### config.mk
export PLATFORM = sky130hd
export DESIGN_NAME = interrupt_priority_resolver
export DESIGN_NICKNAME = d
export VERILOG_FILES = /design/src/rtl/core/ipr_pkg.sv /design/src/rtl/core/ipr_resolve.sv /design/src/rtl/core/ipr_state.sv /design/src/rtl/core/interrupt_priority_resolver.sv
export VERILOG_INCLUDE_DIRS = /design/src /design/src/rtl/core
export SDC_FILE = /design/constraint.sdc
export NUM_CORES = 1
export LEC_CHECK = 0
export BUFFER_PORTS_ARGS = -buffer_cell sky130_fd_sc_hd__buf_2
export CAP_MARGIN = 0
export CORE_MARGIN = 10
export CORE_UTILIZATION = 52
export DETAILED_ROUTE_END_ITERATION = 7
export GPL_ROUTABILITY_DRIVEN = 1
export PLACE_DENSITY = 0.75
export SYNTH_ARGS = -nofsm -noshare
export SYNTH_HDL_FRONTEND = slang
export SYNTH_SLANG_ARGS = --single-unit
export TNS_END_PERCENT = 1
### constraint.sdc
create_clock -name clk -period 3.4 [get_ports clk]
set_clock_uncertainty 0.1 [all_clocks]
set_input_delay 0.17 -clock clk [delete_from_list [all_inputs] [get_ports clk]]
set_output_delay 0.17 -clock clk [all_outputs]
set_load 0.05 [all_outputs]
### src/rtl/core/assert_macros.svh
// Assertion macros used by the interrupt priority resolver top level.
// No dependencies; define NO_ASSERTIONS to compile the checks out.
`ifndef ASSERT_MACROS_SVH
`define ASSERT_MACROS_SVH

`ifndef NO_ASSERTIONS

// Same-cycle implication, sampled on the rising edge, off during reset
`define IPR_ASSERT_IMP(lbl, ck, rn, a, c) \
	lbl: assert property (@(posedge ck) disable iff (!(rn)) (a) |-> (c)) \
	else $error("same-cycle implication violated");

// Next-cycle implication, sampled on the rising edge, off during reset
`define IPR_ASSERT_NXT(lbl, ck, rn, a, c) \
	lbl: assert property (@(posedge ck) disable iff (!(rn)) (a) |=> (c)) \
	else $error("next-cycle implication violated");

`else

`define IPR_ASSERT_IMP(lbl, ck, rn, a, c)
`define IPR_ASSERT_NXT(lbl, ck, rn, a, c)

`endif

`endif

### src/rtl/core/ipr_pkg.sv
// Package for the interrupt priority resolver: command codes, level codes,
// the resolve decision struct and the priority encoder. No dependencies.
`timescale 1ns / 1ps
`default_nettype none

package ipr_pkg;

	// Command codes of an input word
	typedef logic [1:0] cmd_t;
	localparam cmd_t CMD_RAISE     = 2'd0;
	localparam cmd_t CMD_RESOLVE   = 2'd1;
	localparam cmd_t CMD_WRITE_ISR = 2'd2;

	// Delivered priority levels
	typedef logic [2:0] level_t;
	localparam level_t LVL_NONE   = 3'd0;
	localparam level_t LVL_HSYNC  = 3'd2;
	localparam level_t LVL_VSYNC  = 3'd4;
	localparam level_t LVL_PERIPH = 3'd6;

	// Configuration register indexes
	typedef logic [1:0] cfg_idx_t;
	localparam cfg_idx_t CFG_ENABLE_MASK  = 2'd0;
	localparam cfg_idx_t CFG_UNMASK_BITS  = 2'd1;
	localparam cfg_idx_t CFG_VECTOR_BASE  = 2'd2;
	localparam cfg_idx_t CFG_SOFTWARE_EOI = 2'd3;

	localparam int SRC_W  = 16;
	localparam int IDX_W  = 4;
	localparam int BASE_W = 4;
	localparam int VEC_W  = 8;
	localparam int CFG_W  = 16;

	// Resolve outcome handed from the decision logic to the state update
	typedef struct packed {
		logic             periph;
		logic             vsync;
		logic             hsync;
		logic [IDX_W-1:0] idx;
	} resolve_t;

	// Index of the highest set bit; zero when none is set
	function automatic logic [IDX_W-1:0] top_index(input logic [SRC_W-1:0] v);
		logic [IDX_W-1:0] r;
		r = '0;
		for (int i = 0; i < SRC_W; i++) begin
			if (v[i]) r = IDX_W'(i);
		end
		return r;
	endfunction

endpackage

`default_nettype wire

### src/rtl/core/ipr_resolve.sv
// Resolve decision: peripheral priority test and sync autovector fallback.
// Depends on ipr_pkg.
`timescale 1ns / 1ps
`default_nettype none

module ipr_resolve import ipr_pkg::*; (
	input  logic             active,
	input  logic [SRC_W-1:0] req,
	input  logic [SRC_W-1:0] isr_bits,
	input  logic [2:0]       cpu_level,
	input  logic             vsync_latch,
	input  logic             hsync_latch,
	output resolve_t         dec
);

	logic periph_ok;
	logic vsync_ok;

	// Peripheral wins below CPU level 6 if it outranks everything in service
	assign periph_ok = active && (cpu_level < 3'd6) && (req > isr_bits);
	assign vsync_ok  = active && !periph_ok && vsync_latch && (cpu_level < 3'd4);

	always_comb begin
		dec.periph = periph_ok;
		dec.vsync  = vsync_ok;
		dec.hsync  = active && !periph_ok && !vsync_ok && hsync_latch
			&& (cpu_level < 3'd2);
		dec.idx    = top_index(req);
	end

endmodule

`default_nettype wire

### src/rtl/core/ipr_state.sv
// Pending, in-service and sync latch registers with their update logic.
// Depends on ipr_pkg and ipr_resolve.
`timescale 1ns / 1ps
`default_nettype none

module ipr_state import ipr_pkg::*; (
	input  logic              clk,
	input  logic              arst_n,
	input  logic              go,
	input  cmd_t              cmd,
	input  logic [SRC_W-1:0]  source_bits,
	input  logic              vsync_event,
	input  logic              hsync_event,
	input  logic [2:0]        cpu_level,
	input  logic [SRC_W-1:0]  service_value,
	input  logic [SRC_W-1:0]  enable_mask,
	input  logic [SRC_W-1:0]  unmask_bits,
	input  logic              software_eoi,
	output resolve_t          dec,
	output logic [SRC_W-1:0]  pending_nx,
	output logic [SRC_W-1:0]  isr_nx
);

	localparam int HALF = SRC_W / 2;

	logic [SRC_W-1:0] pending_q;
	logic [SRC_W-1:0] isr_q;
	logic             vsync_q;
	logic             hsync_q;
	logic [SRC_W-1:0] raised;
	logic [SRC_W-1:0] hit;
	logic             vsync_nx;
	logic             hsync_nx;

	ipr_resolve u_resolve (
		.active      (cmd == CMD_RESOLVE),
		.req         (pending_q & unmask_bits),
		.isr_bits    (isr_q),
		.cpu_level   (cpu_level),
		.vsync_latch (vsync_q),
		.hsync_latch (hsync_q),
		.dec         (dec)
	);

	// Each byte half with a source bit is merged and masked by its enables
	always_comb begin
		raised = pending_q;
		if (source_bits[SRC_W-1:HALF] != '0)
			raised[SRC_W-1:HALF] = (pending_q[SRC_W-1:HALF] | source_bits[SRC_W-1:HALF])
				& enable_mask[SRC_W-1:HALF];
		if (source_bits[HALF-1:0] != '0)
			raised[HALF-1:0] = (pending_q[HALF-1:0] | source_bits[HALF-1:0])
				& enable_mask[HALF-1:0];
	end

	assign hit = SRC_W'(1) << dec.idx;

	// Next state for the word in hand
	always_comb begin
		pending_nx = pending_q;
		isr_nx     = isr_q;
		vsync_nx   = vsync_q;
		hsync_nx   = hsync_q;
		case (cmd)
			CMD_RAISE: begin
				pending_nx = raised;
				vsync_nx   = vsync_q | vsync_event;
				hsync_nx   = hsync_q | hsync_event;
			end
			CMD_RESOLVE: begin
				if (dec.periph) begin
					pending_nx = pending_q & ~hit;
					isr_nx     = software_eoi ? (isr_q | hit)
						: (isr_q & ~hit);
				end
				if (dec.vsync) vsync_nx = 1'b0;
				if (dec.hsync) hsync_nx = 1'b0;
			end
			CMD_WRITE_ISR: begin
				isr_nx = service_value;
			end
			default: begin
			end
		endcase
	end

	always_ff @(posedge clk or negedge arst_n) begin
		if (!arst_n) begin
			pending_q <= '0;
			isr_q     <= '0;
			vsync_q   <= 1'b0;
			hsync_q   <= 1'b0;
		end else if (go) begin
			pending_q <= pending_nx;
			isr_q     <= isr_nx;
			vsync_q   <= vsync_nx;
			hsync_q   <= hsync_nx;
		end
	end

endmodule

`default_nettype wire

### src/rtl/core/interrupt_priority_resolver.sv
// Interrupt priority resolver top level: input register, config registers,
// result register. Depends on ipr_pkg, ipr_state and assert_macros.svh.
//
// Usage: command words enter on the in channel (in_valid / in_stall) and one
// result word per command leaves on the out channel (out_valid / out_stall).
// A raise word sets pending bits and sync latches, a resolve word delivers the
// best interrupt (level 6 vectored, 4 vsync, 2 hsync autovector), a write word
// loads the in-service bits. Every result carries pending and in-service bits.
// Path: an accepted word is held in the input register, then the state update
// and result register take it together and out_valid rises. Throughput: one
// word per cycle while out_stall does not hold a waiting result; the state
// registers are updated in the same cycle the result is registered.
// Stall: while out_stall holds a waiting result, the word in the input
// register waits and in_stall rises; one word can sit in each register.
// Reset: arst_n clears pending, in-service, both latches, all configuration
// registers and the valid flags. Configuration writes (cfg_we, cfg_index,
// cfg_data) take effect at the clock edge and belong in idle periods.
`timescale 1ns / 1ps
`default_nettype none
`include "assert_macros.svh"

module interrupt_priority_resolver import ipr_pkg::*; (
	input  logic              clk,
	input  logic              arst_n,
	// configuration
	input  logic              cfg_we,
	input  cfg_idx_t          cfg_index,
	input  logic [CFG_W-1:0]  cfg_data,
	// input channel
	input  logic              in_valid,
	output logic              in_stall,
	input  logic [1:0]        cmd,
	input  logic [SRC_W-1:0]  source_bits,
	input  logic              vsync_event,
	input  logic              hsync_event,
	input  logic [2:0]        cpu_level,
	input  logic [SRC_W-1:0]  service_value,
	// output channel
	output logic              out_valid,
	input  logic              out_stall,
	output logic              irq_taken,
	output logic [2:0]        irq_level,
	output logic [VEC_W-1:0]  irq_vector,
	output logic [SRC_W-1:0]  pending_now,
	output logic [SRC_W-1:0]  in_service_now
);

	logic [SRC_W-1:0]  enable_mask_q;
	logic [SRC_W-1:0]  unmask_bits_q;
	logic [BASE_W-1:0] vector_base_q;
	logic              software_eoi_q;

	logic              valid_s1;
	cmd_t              cmd_s1;
	logic [SRC_W-1:0]  source_bits_s1;
	logic              vsync_event_s1;
	logic              hsync_event_s1;
	logic [2:0]        cpu_level_s1;
	logic [SRC_W-1:0]  service_value_s1;

	logic              out_valid_q;
	logic              advance;
	resolve_t          dec;
	logic [SRC_W-1:0]  pending_nx;
	logic [SRC_W-1:0]  isr_nx;

	// Configuration registers
	always_ff @(posedge clk or negedge arst_n) begin
		if (!arst_n) begin
			enable_mask_q  <= '0;
			unmask_bits_q  <= '0;
			vector_base_q  <= '0;
			software_eoi_q <= 1'b0;
		end else if (cfg_we) begin
			unique case (cfg_index)
				CFG_ENABLE_MASK:  enable_mask_q  <= cfg_data;
				CFG_UNMASK_BITS:  unmask_bits_q  <= cfg_data;
				CFG_VECTOR_BASE:  vector_base_q  <= cfg_data[BASE_W-1:0];
				CFG_SOFTWARE_EOI: software_eoi_q <= cfg_data[0];
				default: begin
				end
			endcase
		end
	end

	// Handshake: the input register moves on when the result slot is free
	assign advance  = valid_s1 && (!out_valid_q || !out_stall);
	assign in_stall = valid_s1 && !advance;

	// Input register
	always_ff @(posedge clk or negedge arst_n) begin
		if (!arst_n) begin
			valid_s1 <= 1'b0;
		end else if (!in_stall) begin
			valid_s1 <= in_valid;
		end
	end

	always_ff @(posedge clk) begin
		if (in_valid && !in_stall) begin
			cmd_s1           <= cmd;
			source_bits_s1   <= source_bits;
			vsync_event_s1   <= vsync_event;
			hsync_event_s1   <= hsync_event;
			cpu_level_s1     <= cpu_level;
			service_value_s1 <= service_value;
		end
	end

	ipr_state u_state (
		.clk           (clk),
		.arst_n        (arst_n),
		.go            (advance),
		.cmd           (cmd_s1),
		.source_bits   (source_bits_s1),
		.vsync_event   (vsync_event_s1),
		.hsync_event   (hsync_event_s1),
		.cpu_level     (cpu_level_s1),
		.service_value (service_value_s1),
		.enable_mask   (enable_mask_q),
		.unmask_bits   (unmask_bits_q),
		.software_eoi  (software_eoi_q),
		.dec           (dec),
		.pending_nx    (pending_nx),
		.isr_nx        (isr_nx)
	);

	// Result register
	always_ff @(posedge clk or negedge arst_n) begin
		if (!arst_n) begin
			out_valid_q <= 1'b0;
		end else if (advance) begin
			out_valid_q <= 1'b1;
		end else if (!out_stall) begin
			out_valid_q <= 1'b0;
		end
	end

	always_ff @(posedge clk) begin
		if (advance) begin
			irq_taken      <= dec.periph | dec.vsync | dec.hsync;
			irq_level      <= dec.periph ? LVL_PERIPH
				: dec.vsync ? LVL_VSYNC
				: dec.hsync ? LVL_HSYNC : LVL_NONE;
			irq_vector     <= dec.periph ? {vector_base_q, dec.idx} : '0;
			pending_now    <= pending_nx;
			in_service_now <= isr_nx;
		end
	end

	assign out_valid = out_valid_q;

	// Checks
	`IPR_ASSERT_IMP(a_taken_level, clk, arst_n, out_valid_q && irq_taken, (irq_level == LVL_PERIPH || irq_level == LVL_VSYNC || irq_level == LVL_HSYNC))
	`IPR_ASSERT_IMP(a_idle_result, clk, arst_n, out_valid_q && !irq_taken, (irq_level == LVL_NONE && irq_vector == '0))
	`IPR_ASSERT_IMP(a_stall_cause, clk, arst_n, in_stall, (valid_s1 && out_valid_q && out_stall))
	`IPR_ASSERT_NXT(a_advance_out, clk, arst_n, advance, out_valid_q)

endmodule

`default_nettype wire

After elaboration in Yosys (flattened, before gate mapping). Cells that the tools add are included.

$lt $le $gt $ge: 4. Equal/unequal tests: 8. Shift-type cells: 1. Multiplexer cells: 30. Bitwise operators: 13. Reduce and logical (&&, ||, !) cells: 30.

Operators by type and width (number): one-hot mux 16 bit (2 select lines) (2); 2-to-1 mux 4 bit (14); bitwise AND 16 bit (3); 2-to-1 mux 16 bit (3); bitwise AND 8 bit (2); greater-than comparator 16 bit (1); 2-to-1 mux 8 bit (2); inverter 16 bit (1); bitwise OR 16 bit (1); bitwise OR 8 bit (2); nonzero test 8 bit (2); << shifter 1 x 4 -> 16 bit (first input constant) (1); logical AND 1 bit (11); AND reduction 2 bit (4); equality test 2 bit (second input constant) (3); logical NOT 1 bit (6); < comparator 3 bit (second input constant) (2); AND reduction 3 bit (2); 2-to-1 mux 1 bit (5); equality test 2 x 1 -> 1 bit (second input constant) (2); logical NOT 2 bit (2); 2-to-1 mux 2 bit (2); != test 2 x 1 -> 1 bit (second input constant) (2); bitwise OR 1 bit (4); other kinds (6) (7).

Bits in registers: 156. Input port bits: 62. Output and inout port bits: 46. Word-level logic and storage cells: 108.

Depth between registers and ports, before layout.
Depth in word-level cells: 22. Mapped depth: 11. Mapped depth without buffers: 10.

By module. From an unflattened synthesis, not the netlist that was laid out.

Cell total of the unflattened synthesis: 592. Area, all modules: 7344.5 um2.

Modules (own cells, without submodules): interrupt_priority_resolver (instances 1, cells each 185, area each 4047.6 um2, sequential area each 3438.3 um2); ipr_state (instances 1, cells each 318, area each 2677.6 um2, sequential area each 850.8 um2); ipr_resolve (instances 1, cells each 89, area each 619.3 um2, sequential area each 0.0 um2).

Worst setup path after synthesis. OpenSTA, ideal clock, no wires.

Path kind: flip-flop to flip-flop. Start: register out_valid_q (netlist: out_valid). End: register u_state.isr_q[0]. Setup time: 0.087 ns. Arrival: 3.112 ns. Data required time: 3.213 ns. Path slack: 0.101 ns. Stages on the path, launching flop included: 8. Path buffers: 2. Period minus slack after synthesis: 3.299 ns. Cells stage by stage: dfrtp_1 -> nand2_1 -> nand2_1 -> inv_1 -> clkbuf_1 -> clkbuf_1 -> o21ai_0 -> a22oi_1.

Cells in the longest elaborated chain, start to end: 3.

RTL lines: start: declaration (RTL line interrupt_priority_resolver.sv:61) `logic out_valid_q;`; start signal: assignment (RTL line interrupt_priority_resolver.sv:131) `out_valid_q <= 1'b0;`; start signal: assignment (RTL line interrupt_priority_resolver.sv:133) `out_valid_q <= 1'b1;`; start signal: assignment (RTL line interrupt_priority_resolver.sv:135) `out_valid_q <= 1'b0;`; logical NOT 1 bit (RTL line interrupt_priority_resolver.sv:87) `assign advance = valid_s1 && (!out_valid_q || !out_stall);`; logical OR 1 bit (RTL line interrupt_priority_resolver.sv:87); logical AND 1 bit (RTL line interrupt_priority_resolver.sv:87); named net advance (RTL line interrupt_priority_resolver.sv:62) `logic advance;`; end signal: assignment (RTL line ipr_state.sv:95) `isr_q <= isr_nx;`; end: declaration (RTL line ipr_state.sv:27) `logic [SRC_W-1:0] isr_q;`.

The timed path passes the listed nets, and every way through them passes these cells. A chain may end at the register's enable or synchronous reset.

Worst setup path after layout.
Start: register u_state.pending_q[14]. End: register in_service_now[7] (data pin).

Cells in the longest elaborated chain, start to end: 9. Elaborated cells between the ends (all ways): 12. Classes of those cells: order compare (1); shift (1); mux (5); bitwise (4); reduce/logical (1).

RTL lines: start: declaration (RTL line ipr_state.sv:26) `logic [SRC_W-1:0] pending_q;`; start signal: assignment (RTL line ipr_state.sv:94) `pending_q <= pending_nx;`; bitwise AND 16 bit (*) (RTL line ipr_state.sv:37) `.req (pending_q & unmask_bits),`; parallel branches: the longest is 6 deep, another holds greater-than comparator 16 bit; 2-to-1 mux 16 bit (*) (RTL line ipr_state.sv:71) `if (dec.periph) begin`; one-hot mux 16 bit (2 select lines) (*) (RTL line ipr_state.sv:64) `case (cmd)`; named net isr_nx[7] (RTL line interrupt_priority_resolver.sv:65) `logic [SRC_W-1:0] isr_nx;`; end signal: assignment (RTL line interrupt_priority_resolver.sv:147) `in_service_now <= isr_nx;`; end: declaration (RTL line interrupt_priority_resolver.sv:45) `output logic [SRC_W-1:0] in_service_now`.

Mark *: on every way through the listed nets, which the timed path passes.

==> impl_metrics.ini <==
[status]
status = completed

[global_routing]
grt_usage_pct = 22.7
grt_max_degree = 39
grt_pass1_vias = 6373
antenna_found_initial = 0
grt_pass1_wl_um = 35200
overflow = 0

[setup_path]
start_kind = register
cp_data_required_time_ns = 3.60
cp_cell_sequence = nand2_1, inv_1, ha_1, o21ai_0, a221o_1, a31oi_1, buf_4, nor2b_1, nand4_1, o21ai_0, a31o_2
r2r_start = u_state.pending_q[14]$_DFFE_PN0P_
cp_num_buf_inv = 2
cpPeakStageDelay_ns = 0.43
arrival_ns = 3.43
cp-endpoint = in_service_now[7]$_DFFE_PP_
crit_type = reg -> reg
cp_num_cells = 11
cp-startpoint = u_state.pending_q[14]$_DFFE_PN0P_
reg2reg_slack_ns = 0.16
crit_fanout = 5
cpMostUsedCell = o21ai_0
cpLargestDelayFamily = compound AO/OA/AOI/OAI gates
r2r_cells = 11
end_kind = register
worst_path_max_delay_cell = o21ai_0
reg2reg_to = in_service_now[7]$_DFFE_PP_

[timing]
fin_crit_sh_pct = 95.3
hold_violations = 0
setup_viol = 0
period_needed_ns = 3.24
setup_tns_ns = 0
setup_ws_ns = 0.161
fmax_mhz = 309
relSlewSlack_pct = 31.2
grt_setup_unrepaired = no
tightest_slew_ns = 1.03
drv_slew = 0

[floorplanning]
start_util_pct = 53.3
die_w_um = 140
row_count = 43
io_pins = 108
die_h_um = 140
dieArea_sq_um = 19500
design.core.area_sq_um = 13900

[drt]
drt-initial-drc-count = 747
wl_per_cell_um = 21.9
drc = 0
drtPass1Iterations = 5
vias_per_cell = 6.15
vias = 6300
postRouteAntennaNets = 0
wl_um = 22400

[synthesis]
yosysMostFrequentCell = edfxtp_1
synth_edf_count = 81
ys_dominant_reg_cell = edfxtp_1
synth_area_sq_um = 7430
synthTopCellsByCount = edfxtp_1, dfrtp_1, nand2_1
yosysTopAreaCell = edfxtp_1
postSynthCellCount = 647
ys_warn_count = 0
seq_area_frac_synth_pct = 57.3
async_reset_ff_share_pct = 47.4
synth_cell_types = 66
syn_avg_cell_area_sq_um = 11.5
yosys_register_bits = 154
synth_top_area_share_pct = 32.7
syn_nets = 727
synthTopCellsByArea = edfxtp_1, dfrtp_1, mux2_2, nand2_1, o21ai_0

[power]
power.density_nw_per_um2 = 664
peakVddDrop_mv = 0.453
p_leak_nw = 3.97

[cts]
h-tree-depth = 4
cts_tree = yes
clk_pin_slew_ns = 0.06
root_buffer = clkbuf_16
cts_buffer_depth = 2
cts_inserted_buffers = 17
clock-sinks = 154
clk_latency_ns = 0.43
cts_setup_buffers = 0

[flow_run]
cap_violations = 0

[finish]
final_core_util_pct = 68.0
drive_above_1_share_pct = 27.1
syn2layout_area_growth_pct = 27.6
diodes = 0
fillCellCount = 1027
nets = 912

[min_path]
min_path_type = in -> reg

[place]
dpl.hpwl_um = 15900
gp_congestion = 0.909
port_buffers = 105
dp_slack_ns = 0.153
## worst reg2reg max path: stages (launching register included)
cell     delay, ns
dfrtp_1       0.42
nand2_1       0.16
inv_1         0.09
ha_1          0.30
o21ai_0       0.09
a221o_1       0.32
a31oi_1       0.28
buf_4         0.18
nor2b_1       0.21
nand4_1       0.35
o21ai_0       0.43
a31o_2        0.17
## what timing repair did
item / CTS / global route
setup endpoints to repair: 0 / 1
gates resized for setup: 0 / 1
hold buffers: 58 / 0
hold endpoints to repair: 110 / 0
## metal layers
metal  up-vias  GRT usage (%)  routed length (um)
li1       2847              -                   -
met1      3026           27.8                8870
met2       356           36.7               10700
met3        71           6.29                1980
met4         0           10.2                 830
met5         -              0                   0
## cell families after synthesis
group                      count (synthesis)  share of synthesized area (%)
AOI/OAI and AO/OA                        183                           17.1
DFF                                      154                           57.3
buffers and inverters                     56                           3.01
adders and majority gates                 18                           3.03
muxes                                     40                           6.05
and+or+nand+nor                          195                           13.5
other                                      1                         0.0505
## worst min path at each step
stage                       startpoint                             to  slack [ns]  cells after the start
after floorplan                 arst_n   enable_mask_q[0]$_DFFE_PN0P_       -0.23                      0
after global placement          arst_n  unmask_bits_q[11]$_DFFE_PN0P_        0.20                      1
after detailed placement        arst_n  unmask_bits_q[11]$_DFFE_PN0P_        0.24                      1
after CTS                 cfg_index[0]     software_eoi_q$_DFFE_PN0P_        0.04                      3
after global routing            cfg_we     software_eoi_q$_DFFE_PN0P_        0.07                      3
final                     cfg_index[0]     software_eoi_q$_DFFE_PN0P_        0.05                      3
## final cells by class
cell class              instances  area (sq um)  share of cell area (%)
repair buffers                193          1330                    14.0
clock buffers                  19           464                    4.90
inverters                      29           109                    1.15
well taps                     180           225                    2.38
multi-input cells             437          2960                    31.2
clock inverters                13           130                    1.37
flip-flops and latches        154          4260                    44.9
## metrics by stage
step	hold WS (ns)	cell area [sq um]	instances	total power, mW
after global routing	0.0663	9480	1025	6.60
after floorplan	-0.226	7430	647	3.79
after detailed placement	0.236	8300	935	4.34
after CTS	0.0351	9470	1025	6.27
final	0.0517	9480	1025	6.29
after global placement	0.196	8300	935	4.27
## sequential cells by signal, summed over array words and instances (netlist names)
signal	flops
cmd_s1	2
cpu_level_s1	2
enable_mask_q	16
hsync_event_s1	1
in_service_now	16
irq_level	2
irq_taken	1
irq_vector	8
out_valid	1
pending_now	16
service_value_s1	16
software_eoi_q	1
source_bits_s1	16
u_state.hsync_q	1
u_state.isr_q	16
u_state.pending_q	16
u_state.vsync_q	1
unmask_bits_q	16
valid_s1	1
vector_base_q	4
vsync_event_s1	1
## power by group
part           internal, mW  switching [mW]  total [mW]
clock network          1.09           0.806        1.89
registers              2.32           0.235        2.55
logic                 0.663            1.18        1.85
## placed cells by master (no fill, tap or decap), drive strengths merged, types with 19 or more instances in the layout
cell and n:
buf 135, edfxtp 81, dfrtp 73, nand2 67, dlygate4sd3 58, o21ai 49
mux2 39, inv 35, nor2 29, a21oi 29, nand3 25, clkbuf 19
No activity file was read; power rests on OpenSTA's default activity.
